--- src/hdl/udpck_pkg.sv ---
// udpck_pkg: shared types for the UDP/IPv4 transmit checksum and length block.
// Used by udpck_front, udpck_back and udp_ip_tx_checksum_length. No dependencies.
`default_nettype none
package udpck_pkg;

	localparam int DATA_W = 64;
	localparam int KEEP_W = 8;
	localparam int IP_W   = 32;
	localparam int PORT_W = 16;
	localparam int MAC_W  = 48;
	localparam int LEN_W  = 16;
	localparam int PSUM_W = 32;
	localparam int FSUM_W = 17;
	localparam int IPS_W  = 19;
	localparam int CHK_W  = 16;
	localparam int UDPS_W = 17;

	localparam int APB_AW = 4;
	localparam int APB_DW = 32;

	typedef enum logic [1:0] {
		REG_OWN_IP    = 2'd0,
		REG_IP_FIXED  = 2'd1,
		REG_UDP_FIXED = 2'd2,
		REG_NONE      = 2'd3
	} reg_idx_t;

	typedef struct packed {
		logic [IP_W-1:0]   own_ip;
		logic [FSUM_W-1:0] ip_fixed_sum;
		logic [FSUM_W-1:0] udp_fixed_sum;
	} cfg_t;

	// front -> back queue entry: beat plus packet totals and header
	typedef struct packed {
		logic [DATA_W-1:0] data;
		logic [KEEP_W-1:0] keep;
		logic              last;
		logic [PSUM_W-1:0] psum;
		logic [LEN_W-1:0]  len;
		logic [IP_W-1:0]   ip;
		logic [PORT_W-1:0] sport;
		logic [PORT_W-1:0] dport;
		logic [MAC_W-1:0]  mac;
	} entry_t;

	typedef struct packed {
		logic [DATA_W-1:0] data;
		logic [KEEP_W-1:0] keep;
		logic              last;
		logic              header_valid;
		logic [MAC_W-1:0]  mac;
		logic [IP_W-1:0]   ip;
		logic [PORT_W-1:0] sport;
		logic [PORT_W-1:0] dport;
		logic [CHK_W-1:0]  ip_checksum;
		logic [UDPS_W-1:0] udp_sum;
		logic [LEN_W-1:0]  len;
	} result_t;

endpackage
`default_nettype wire

--- src/hdl/udpck_fifo.sv ---
// udpck_fifo: small register queue, first in first out.
// Generic; no package dependency.
`default_nettype none
module udpck_fifo #(
	parameter int WIDTH = 8,
	parameter int DEPTH = 2
) (
	input  wire logic             clk,
	input  wire logic             arst_n,
	input  wire logic             wr_en,
	input  wire logic [WIDTH-1:0] wr_data,
	output logic                  full,
	input  wire logic             rd_en,
	output logic [WIDTH-1:0]      rd_data,
	output logic                  empty
);
	localparam int AW = (DEPTH > 1) ? $clog2(DEPTH) : 1;

	logic [WIDTH-1:0] mem_q [DEPTH];
	logic [AW-1:0]    wr_ptr_q;
	logic [AW-1:0]    rd_ptr_q;
	logic [AW:0]      cnt_q;
	logic             do_wr;
	logic             do_rd;

	assign full    = (cnt_q == (AW+1)'(DEPTH));
	assign empty   = (cnt_q == '0);
	assign do_wr   = wr_en && !full;
	assign do_rd   = rd_en && !empty;
	assign rd_data = mem_q[rd_ptr_q];

	always_ff @(posedge clk) begin
		if (do_wr) begin
			mem_q[wr_ptr_q] <= wr_data;
		end
	end

	always_ff @(posedge clk or negedge arst_n) begin
		if (!arst_n) begin
			wr_ptr_q <= '0;
			rd_ptr_q <= '0;
			cnt_q    <= '0;
		end else begin
			if (do_wr) begin
				wr_ptr_q <= (wr_ptr_q == AW'(DEPTH-1)) ? '0 : wr_ptr_q + 1'b1;
			end
			if (do_rd) begin
				rd_ptr_q <= (rd_ptr_q == AW'(DEPTH-1)) ? '0 : rd_ptr_q + 1'b1;
			end
			if (do_wr && !do_rd) begin
				cnt_q <= cnt_q + 1'b1;
			end else if (do_rd && !do_wr) begin
				cnt_q <= cnt_q - 1'b1;
			end
		end
	end
endmodule
`default_nettype wire

--- src/hdl/udpck_front.sv ---
// udpck_front: accepts beats, captures the header on a packet's first beat,
// accumulates payload sum and length. Depends on udpck_pkg.
`default_nettype none
module udpck_front #(
	parameter int BEAT_WORDS = 4
) (
	input  wire logic                        clk,
	input  wire logic                        arst_n,
	input  wire logic                        accept,
	input  wire logic [udpck_pkg::DATA_W-1:0] beat_data,
	input  wire logic [udpck_pkg::KEEP_W-1:0] beat_keep,
	input  wire logic                        beat_last,
	input  wire logic [udpck_pkg::IP_W-1:0]   target_ip,
	input  wire logic [udpck_pkg::PORT_W-1:0] source_port,
	input  wire logic [udpck_pkg::PORT_W-1:0] target_port,
	input  wire logic [udpck_pkg::MAC_W-1:0]  target_mac,
	output udpck_pkg::entry_t                entry
);
	import udpck_pkg::*;

	localparam int BSUM_W = 16 + $clog2(BEAT_WORDS + 1);
	localparam int BLEN_W = $clog2(2 * BEAT_WORDS + 1);

	logic [PSUM_W-1:0] psum_q;
	logic [LEN_W-1:0]  len_q;
	logic              in_pkt_q;
	logic [IP_W-1:0]   ip_q;
	logic [PORT_W-1:0] sport_q;
	logic [PORT_W-1:0] dport_q;
	logic [MAC_W-1:0]  mac_q;

	logic [BSUM_W-1:0] beat_sum;
	logic [BLEN_W-1:0] beat_len;
	logic [PSUM_W-1:0] psum_tot;
	logic [LEN_W-1:0]  len_tot;

	always_comb begin
		beat_sum = '0;
		beat_len = '0;
		for (int w = 0; w < BEAT_WORDS; w++) begin
			beat_sum = beat_sum + BSUM_W'({
				beat_keep[2*w+1] ? beat_data[16*w+8 +: 8] : 8'h00,
				beat_keep[2*w]   ? beat_data[16*w +: 8]   : 8'h00});
			beat_len = beat_len + BLEN_W'(beat_keep[2*w]) + BLEN_W'(beat_keep[2*w+1]);
		end
	end

	assign psum_tot = psum_q + PSUM_W'(beat_sum);
	assign len_tot  = len_q + LEN_W'(beat_len);

	always_comb begin
		entry.data  = beat_data;
		entry.keep  = beat_keep;
		entry.last  = beat_last;
		entry.psum  = psum_tot;
		entry.len   = len_tot;
		entry.ip    = in_pkt_q ? ip_q    : target_ip;
		entry.sport = in_pkt_q ? sport_q : source_port;
		entry.dport = in_pkt_q ? dport_q : target_port;
		entry.mac   = in_pkt_q ? mac_q   : target_mac;
	end

	always_ff @(posedge clk or negedge arst_n) begin
		if (!arst_n) begin
			psum_q   <= '0;
			len_q    <= '0;
			in_pkt_q <= 1'b0;
			ip_q     <= '0;
			sport_q  <= '0;
			dport_q  <= '0;
			mac_q    <= '0;
		end else if (accept) begin
			if (!in_pkt_q) begin
				ip_q    <= target_ip;
				sport_q <= source_port;
				dport_q <= target_port;
				mac_q   <= target_mac;
			end
			if (beat_last) begin
				psum_q   <= '0;
				len_q    <= '0;
				in_pkt_q <= 1'b0;
			end else begin
				psum_q   <= psum_tot;
				len_q    <= len_tot;
				in_pkt_q <= 1'b1;
			end
		end
	end
endmodule
`default_nettype wire

--- src/hdl/udpck_back.sv ---
// udpck_back: takes queued beats, sums the IPv4 and UDP checksum terms in one
// stage, folds and forms the result item. Depends on udpck_pkg.
`default_nettype none
module udpck_back (
	input  wire logic              clk,
	input  wire logic              arst_n,
	input  wire udpck_pkg::cfg_t   cfg,
	input  wire logic              q_empty,
	input  wire udpck_pkg::entry_t q_entry,
	output logic                   q_pop,
	input  wire logic              o_full,
	output logic                   o_push,
	output udpck_pkg::result_t     o_result
);
	import udpck_pkg::*;

	logic              v_s1;
	entry_t            e_s1;
	logic [IPS_W-1:0]  ip_s_s1;
	logic [PSUM_W-1:0] udp_s_s1;

	logic              advance;
	logic [IPS_W-1:0]  ip_s;
	logic [PSUM_W-1:0] udp_s;
	logic [FSUM_W-1:0] ip_f;
	logic [UDPS_W-1:0] udp_f;

	assign advance = !v_s1 || !o_full;
	assign q_pop   = !q_empty && advance;
	assign o_push  = v_s1 && !o_full;

	always_comb begin
		ip_s = IPS_W'(cfg.ip_fixed_sum) + IPS_W'(cfg.own_ip[31:16])
			+ IPS_W'(cfg.own_ip[15:0]) + IPS_W'(q_entry.ip[31:16])
			+ IPS_W'(q_entry.ip[15:0]) + IPS_W'(q_entry.len);
		udp_s = PSUM_W'(cfg.udp_fixed_sum) + PSUM_W'(cfg.own_ip[31:16])
			+ PSUM_W'(cfg.own_ip[15:0]) + PSUM_W'(q_entry.ip[31:16])
			+ PSUM_W'(q_entry.ip[15:0]) + PSUM_W'(q_entry.sport)
			+ PSUM_W'(q_entry.dport) + PSUM_W'({q_entry.len, 1'b0})
			+ q_entry.psum;
	end

	always_ff @(posedge clk) begin
		if (q_pop) begin
			e_s1     <= q_entry;
			ip_s_s1  <= ip_s;
			udp_s_s1 <= udp_s;
		end
	end

	always_ff @(posedge clk or negedge arst_n) begin
		if (!arst_n) begin
			v_s1 <= 1'b0;
		end else if (advance) begin
			v_s1 <= !q_empty;
		end
	end

	assign ip_f  = FSUM_W'(ip_s_s1[IPS_W-1:16]) + FSUM_W'(ip_s_s1[15:0]);
	assign udp_f = UDPS_W'(udp_s_s1[31:16]) + UDPS_W'(udp_s_s1[15:0]);

	always_comb begin
		o_result.data         = e_s1.data;
		o_result.keep         = e_s1.keep;
		o_result.last         = e_s1.last;
		o_result.header_valid = e_s1.last;
		o_result.mac          = e_s1.last ? e_s1.mac    : '0;
		o_result.ip           = e_s1.last ? e_s1.ip     : '0;
		o_result.sport        = e_s1.last ? e_s1.sport  : '0;
		o_result.dport        = e_s1.last ? e_s1.dport  : '0;
		o_result.ip_checksum  = e_s1.last ? ~ip_f[15:0] : '0;
		o_result.udp_sum      = e_s1.last ? udp_f       : '0;
		o_result.len          = e_s1.last ? e_s1.len    : '0;
	end
endmodule
`default_nettype wire

--- src/hdl/udp_ip_tx_checksum_length.sv ---
// udp_ip_tx_checksum_length: top level with APB registers, front, queues, back.
// Depends on udpck_pkg, udpck_front, udpck_fifo, udpck_back.
//
// Usage: beats enter on a queue-style port (push/full) and leave unchanged on
// a queue-style result port (empty/pop), one result item per beat. On the last
// beat of a packet the result also carries the header captured on the first
// beat, the inverted IPv4 header checksum, the folded UDP sum and the length.
// Throughput: one beat per clock while full is low; the front accumulates one
// beat each cycle and the back checksum stage takes one entry per cycle unless the output queue is full.
// An item pushed passes through the front queue, the checksum stage and the
// output queue, in that order, on its way to the result ports.
// When the receiver stops popping, the output queue, the checksum stage and
// the front queue fill in turn and full rises; nothing is lost.
// Reset clears the accumulators, the packet state, the queues and registers.
// Registers (APB, byte address): 0x0 own_ip, 0x4 ip_fixed_sum,
// 0x8 udp_fixed_sum; write them only while no beat is in flight.
`default_nettype none
module udp_ip_tx_checksum_length #(
	parameter int BEAT_WORDS = 4
) (
	input  wire logic                          clk,
	input  wire logic                          arst_n,
	input  wire logic                          psel,
	input  wire logic                          penable,
	input  wire logic                          pwrite,
	input  wire logic [udpck_pkg::APB_AW-1:0]  paddr,
	input  wire logic [udpck_pkg::APB_DW-1:0]  pwdata,
	output logic [udpck_pkg::APB_DW-1:0]       prdata,
	output logic                               pready,
	input  wire logic                          push,
	output logic                               full,
	input  wire logic [udpck_pkg::DATA_W-1:0]  beat_data,
	input  wire logic [udpck_pkg::KEEP_W-1:0]  beat_keep,
	input  wire logic                          beat_last,
	input  wire logic [udpck_pkg::IP_W-1:0]    target_ip,
	input  wire logic [udpck_pkg::PORT_W-1:0]  source_port,
	input  wire logic [udpck_pkg::PORT_W-1:0]  target_port,
	input  wire logic [udpck_pkg::MAC_W-1:0]   target_mac,
	output logic                               empty,
	input  wire logic                          pop,
	output logic [udpck_pkg::DATA_W-1:0]       out_data,
	output logic [udpck_pkg::KEEP_W-1:0]       out_keep,
	output logic                               out_last,
	output logic                               header_valid,
	output logic [udpck_pkg::MAC_W-1:0]        hdr_mac,
	output logic [udpck_pkg::IP_W-1:0]         hdr_ip,
	output logic [udpck_pkg::PORT_W-1:0]       hdr_sport,
	output logic [udpck_pkg::PORT_W-1:0]       hdr_dport,
	output logic [udpck_pkg::CHK_W-1:0]        ip_checksum,
	output logic [udpck_pkg::UDPS_W-1:0]       udp_sum,
	output logic [udpck_pkg::LEN_W-1:0]        pkt_len
);
	import udpck_pkg::*;

	localparam int QDEPTH = 2;

	cfg_t     cfg_q;
	reg_idx_t widx;
	logic     cfg_wr;

	entry_t   f_entry;
	entry_t   q_entry;
	logic     q_full;
	logic     q_empty;
	logic     q_pop;
	logic     accept;
	logic     o_full;
	logic     o_push;
	result_t  b_result;
	result_t  o_result;

	// APB registers
	assign pready = 1'b1;
	assign widx   = reg_idx_t'(paddr[3:2]);
	assign cfg_wr = psel && penable && pwrite && pready;

	always_ff @(posedge clk or negedge arst_n) begin
		if (!arst_n) begin
			cfg_q <= '0;
		end else if (cfg_wr) begin
			unique case (widx)
				REG_OWN_IP:    cfg_q.own_ip        <= pwdata;
				REG_IP_FIXED:  cfg_q.ip_fixed_sum  <= pwdata[FSUM_W-1:0];
				REG_UDP_FIXED: cfg_q.udp_fixed_sum <= pwdata[FSUM_W-1:0];
				default: ;
			endcase
		end
	end

	always_comb begin
		unique case (widx)
			REG_OWN_IP:    prdata = cfg_q.own_ip;
			REG_IP_FIXED:  prdata = APB_DW'(cfg_q.ip_fixed_sum);
			REG_UDP_FIXED: prdata = APB_DW'(cfg_q.udp_fixed_sum);
			default:       prdata = '0;
		endcase
	end

	assign full   = q_full;
	assign accept = push && !q_full;

	udpck_front #(
		.BEAT_WORDS(BEAT_WORDS)
	) u_front (
		.clk         (clk),
		.arst_n      (arst_n),
		.accept      (accept),
		.beat_data   (beat_data),
		.beat_keep   (beat_keep),
		.beat_last   (beat_last),
		.target_ip   (target_ip),
		.source_port (source_port),
		.target_port (target_port),
		.target_mac  (target_mac),
		.entry       (f_entry)
	);

	udpck_fifo #(
		.WIDTH($bits(entry_t)),
		.DEPTH(QDEPTH)
	) u_queue (
		.clk     (clk),
		.arst_n  (arst_n),
		.wr_en   (accept),
		.wr_data (f_entry),
		.full    (q_full),
		.rd_en   (q_pop),
		.rd_data (q_entry),
		.empty   (q_empty)
	);

	udpck_back u_back (
		.clk      (clk),
		.arst_n   (arst_n),
		.cfg      (cfg_q),
		.q_empty  (q_empty),
		.q_entry  (q_entry),
		.q_pop    (q_pop),
		.o_full   (o_full),
		.o_push   (o_push),
		.o_result (b_result)
	);

	udpck_fifo #(
		.WIDTH($bits(result_t)),
		.DEPTH(QDEPTH)
	) u_out_queue (
		.clk     (clk),
		.arst_n  (arst_n),
		.wr_en   (o_push),
		.wr_data (b_result),
		.full    (o_full),
		.rd_en   (pop),
		.rd_data (o_result),
		.empty   (empty)
	);

	assign out_data     = o_result.data;
	assign out_keep     = o_result.keep;
	assign out_last     = o_result.last;
	assign header_valid = o_result.header_valid;
	assign hdr_mac      = o_result.mac;
	assign hdr_ip       = o_result.ip;
	assign hdr_sport    = o_result.sport;
	assign hdr_dport    = o_result.dport;
	assign ip_checksum  = o_result.ip_checksum;
	assign udp_sum      = o_result.udp_sum;
	assign pkt_len      = o_result.len;
endmodule
`default_nettype wire
--- config.mk ---
export PLATFORM = sky130hd
export DESIGN_NAME = udp_ip_tx_checksum_length
export DESIGN_NICKNAME = d
export VERILOG_FILES = /design/src/hdl/udpck_pkg.sv /design/src/hdl/udpck_fifo.sv /design/src/hdl/udpck_front.sv /design/src/hdl/udpck_back.sv /design/src/hdl/udp_ip_tx_checksum_length.sv
export SDC_FILE = /design/constraint.sdc
export NUM_CORES = 2
export LEC_CHECK = 0
export BUFFER_PORTS_ARGS = -buffer_cell sky130_fd_sc_hd__buf_2
export CELL_PAD_IN_SITES_DETAIL_PLACEMENT = 1
export CELL_PAD_IN_SITES_GLOBAL_PLACEMENT = 2
export CORE_ASPECT_RATIO = 1.1
export CORE_MARGIN = 5
export CORE_UTILIZATION = 45
export DETAILED_ROUTE_END_ITERATION = 10
export GPL_ROUTABILITY_DRIVEN = 0
export MAX_ROUTING_LAYER = met4
export PLACE_DENSITY = 0.79
export SLEW_MARGIN = 0
export SYNTH_ARGS = -nofsm -noshare
export SYNTH_HDL_FRONTEND = slang
export SYNTH_HIERARCHICAL = 1
export SYNTH_SLANG_ARGS = --single-unit
--- constraint.sdc ---
create_clock -name clk -period 25.5 [get_ports clk]
set_input_delay 0 -clock clk [delete_from_list [all_inputs] [get_ports clk]]
set_output_delay 0 -clock clk [all_outputs]
set_load 0.01 [all_outputs]
==> reports/results.txt <==
Outcome - finished clean
GRT Total Usage - 0.230
Placed Area - 69,300 µm²
Post-Synthesis Cells - 4,302
Clock sinks - 1,424
Req. time, crit path - 26,020 ps
CP max stage delay - 900 ps
Post-route ant nets - 0
CP Class - flip-flop to flip-flop
Area occupied by multi-input gates - 21,200 µm²
Cell family with most CP delay - adder cells
CP arrival - 7260 ps
TritonCTS Buffers - 151
Reg-to-reg slack, setup - 18,760 ps
Final Slew Violations - 0
Post-synth EDFFs - 1,188
Final setup violation count - 0
Final WL - 173,000 µm
Worst Clk Skew - 37.4 ps
CTS clk-pin slew, worst paths - 70 ps
Worst path bufs/invs - 6
Initial antenna violation count - 17
Fin crit share - 0.264
Max frequency - 0.148 GHz
Core Region - 146,000 µm²
Row count - 147
Final hold vios - 0
DR vias/cell - 5.15
Final Instance Count excl. Fillers - 7,075
Asr flop ratio synth - 0.166
Post-DP HPWL - 115,000 µm
Register area share after synthesis - 0.631
Ports - 498
Die extent in y - 411 µm
Vias - 36,463
Warnings, synthesis - 6
Syn Area/Cell - 15.3 µm²
Ys flop type - edfxtp_1
H-tree depth - 4
DRT Pass-1 Iters - 5
Final Net Count - 5,556
Design Area, Final - 77,300 µm²
Crit end category - flip-flop
Sequential cell area - 41,600 µm²
Slew HR - 0.169
RSZ-0062 raised after global routing - no
Hold crit path type - primary input to flip-flop
Register bit total from synthesis - 1,424
Nature of the critical path startpoint - flip-flop
Vias in the first global route - 39,728
Pin count of the biggest net entering global routing - 124
Clock root buffer - clkbuf_16
DR DRC count - 0
Maxcap violations - 0
Port Buf Inserts - 494
Mapped cell area - 65,900 µm²
First-pass GRT wire length - 256,000 µm
Placed Cells - 6,480
Grt total ovfl - 0
Skew-Pair Late Insertion Delay - 800 ps
Netlist cell types - 90
Filler cells - 13,993
Setup tns final - 0 ps
Fin crit period - 6740 ps
CP cell instances - buf_4 > mux2_4 > inv_1 > fa_1 > inv_1 > fa_1 > fa_1 > inv_1 > fa_1 > inv_1 > ha_1 > inv_1 > fa_1 > nor2b_1 > o31a_1 > o22ai_4 > o21ai_2 > a41oi_2 > xnor2_1
Slowest cell on crit path - dfrtp_4
Routed WL per cell - 24.5 µm
Layout cells sized above 1 - 0.284
Worst Tran Pin Value - 1250 ps
Crit Path Max Fanout - 38
Starting DRT DRC Count - 2,547
Layout Area Growth over Synthesis - 17.3%
Initial Utilization - 0.452
Syn Nets - 4,858
Die Area - 154,000 µm²
Die Wd - 375 µm
CTS tree - built
Max clock buf depth - 3
-- cell type report --
class | count | area share
flip-flops and latches | 1424 | 0.538
multi-input cells | 2260 | 0.274
repair buffers | 845 | 0.0767
clock buffers | 210 | 0.0536
well taps | 1937 | 0.0313
inverters | 318 | 0.0155
clock inverters | 72 | 0.0106
diodes | 9 | 0.000291
-- worst register-to-register path: stages (launching register included) --
cell and delay, ps:
dfrtp_4 900, buf_4 840, mux2_4 450, inv_1 80, fa_1 470, inv_1 60
fa_1 510, fa_1 610, inv_1 80, fa_1 460, inv_1 70, ha_1 210
inv_1 70, fa_1 400, nor2b_1 170, o31a_1 240, o22ai_4 140, o21ai_2 380
a41oi_2 190, xnor2_1 160
-- cell usage in the layout, fill, tap and decap left out, types with 22 or more instances in the layout --
master and n:
buf_2 493, buf_4 44, nand2_1 125, edfxtp_1 1188
and3_1 24, mux2_4 200, nor2_1 407, a21oi_1 61
a21o_1 24, clkinv_2 22, dfrtp_1 233, mux2_2 444
o21ai_0 80, clkbuf_16 154, nand3_1 27, fa_1 229
ha_1 99, inv_1 315, clkbuf_1 48, and2_1 181
xnor2_1 72, xor2_1 36, dlygate4sd3_1 303
-- kinds of logic after synthesis --
group                      count (synthesis)  synth area share
DFF                                     1424             0.631
and+or+nand+nor                          846            0.0604
muxes                                    666             0.125
buffers and inverters                    618            0.0489
adders and majority gates                328            0.0883
AOI/OAI and AO/OA                        311            0.0326
xor gates and xnor gates                 108            0.0143
other                                      1         0.0000569
-- state kept, by name, summed over array words and instances, names as in the netlist --
name	flops
cfg_q	66
u_back/e_s1	128
u_back/ip_s_s1	19
u_back/o_result	73
u_back/udp_s_s1	32
u_back/v_s1	1
u_front/dport_q	16
u_front/in_pkt_q	1
u_front/ip_q	32
u_front/len_q	16
u_front/mac_q	48
u_front/psum_q	32
u_front/sport_q	16
u_out_queue/cnt_q	2
u_out_queue/mem_q	470
u_out_queue/rd_ptr_q	1
u_out_queue/wr_ptr_q	1
u_queue/cnt_q	2
u_queue/mem_q	466
u_queue/rd_ptr_q	1
u_queue/wr_ptr_q	1
-- routing by layer --
metal	track usage	up-vias	share of wire
met1	0.290	18869	0.42
met4	0.0850	0	0.039
met3	0.0379	255	0.044
li1	-	16498	-
met5	-	-	0
met2	0.377	841	0.50
-- stage by stage --
step / hold WS [ps] / util / setup slack, ps
after global routing: 16.1 / 0.530 / 18450
after global placement: 78.8 / 0.475 / 18820
after detailed placement: 84.1 / 0.475 / 18780
final: 46.4 / 0.530 / 18760
after CTS: 0.109 / 0.530 / 18730
after floorplan: -296 / - / 9210
-- final timing paths --
check | depth (start not counted) | to | from
min | 3 | cfg_q[41] | pwdata[7]
max reg2reg | 19 | u_back/udp_s_s1[30] | u_queue/rd_ptr_q
max in group asynchronous | 5 | u_front/in_pkt_q | arst_n
max | 19 | u_back/udp_s_s1[30] | u_queue/rd_ptr_q
min in group asynchronous | 4 | u_front/ip_q[4] | arst_n
min reg2reg | 0 | u_out_queue/mem_q[0][185] | u_back/o_result[185]
-- cell usage after synthesis (12+ instances only) --
cell	n	area, µm²
edfxtp_1	1188	35700
mux2_2	444	5000
nor2_1	409	1540
inv_1	316	1190
dfrtp_1	236	5910
fa_1	229	4580
mux2_4	200	3000
and2_1	181	1130
buf_4	167	1250
nand2_1	125	469
ha_1	99	1240
o21ai_0	80	400
xnor2_1	72	631
clkbuf_1	70	263
a21oi_1	62	310
xor2_1	36	315
buf_2	27	135
buf_6	27	304
nand3_1	27	135
and3_1	26	163
a21o_1	24	180
mux2i_1	20	200
a22o_1	13	114
a31oi_1	13	81.3
nor2b_1	13	81.3
o21a_1	13	97.6
nand4_1	12	75.1
-- what timing repair did --
| item | 4_1_cts | 5_1_grt |
|---|---|---|
| buffers inserted | 0 | 0 |
| hold endpoints to repair | 667 | 2 |
| hold buffers | 303 | 1 |
| resized for setup | 0 | 0 |
Power is left out: the tool's default activity adds up to more than one toggle a clock period on the data nets, which glitch-free logic cannot reach.
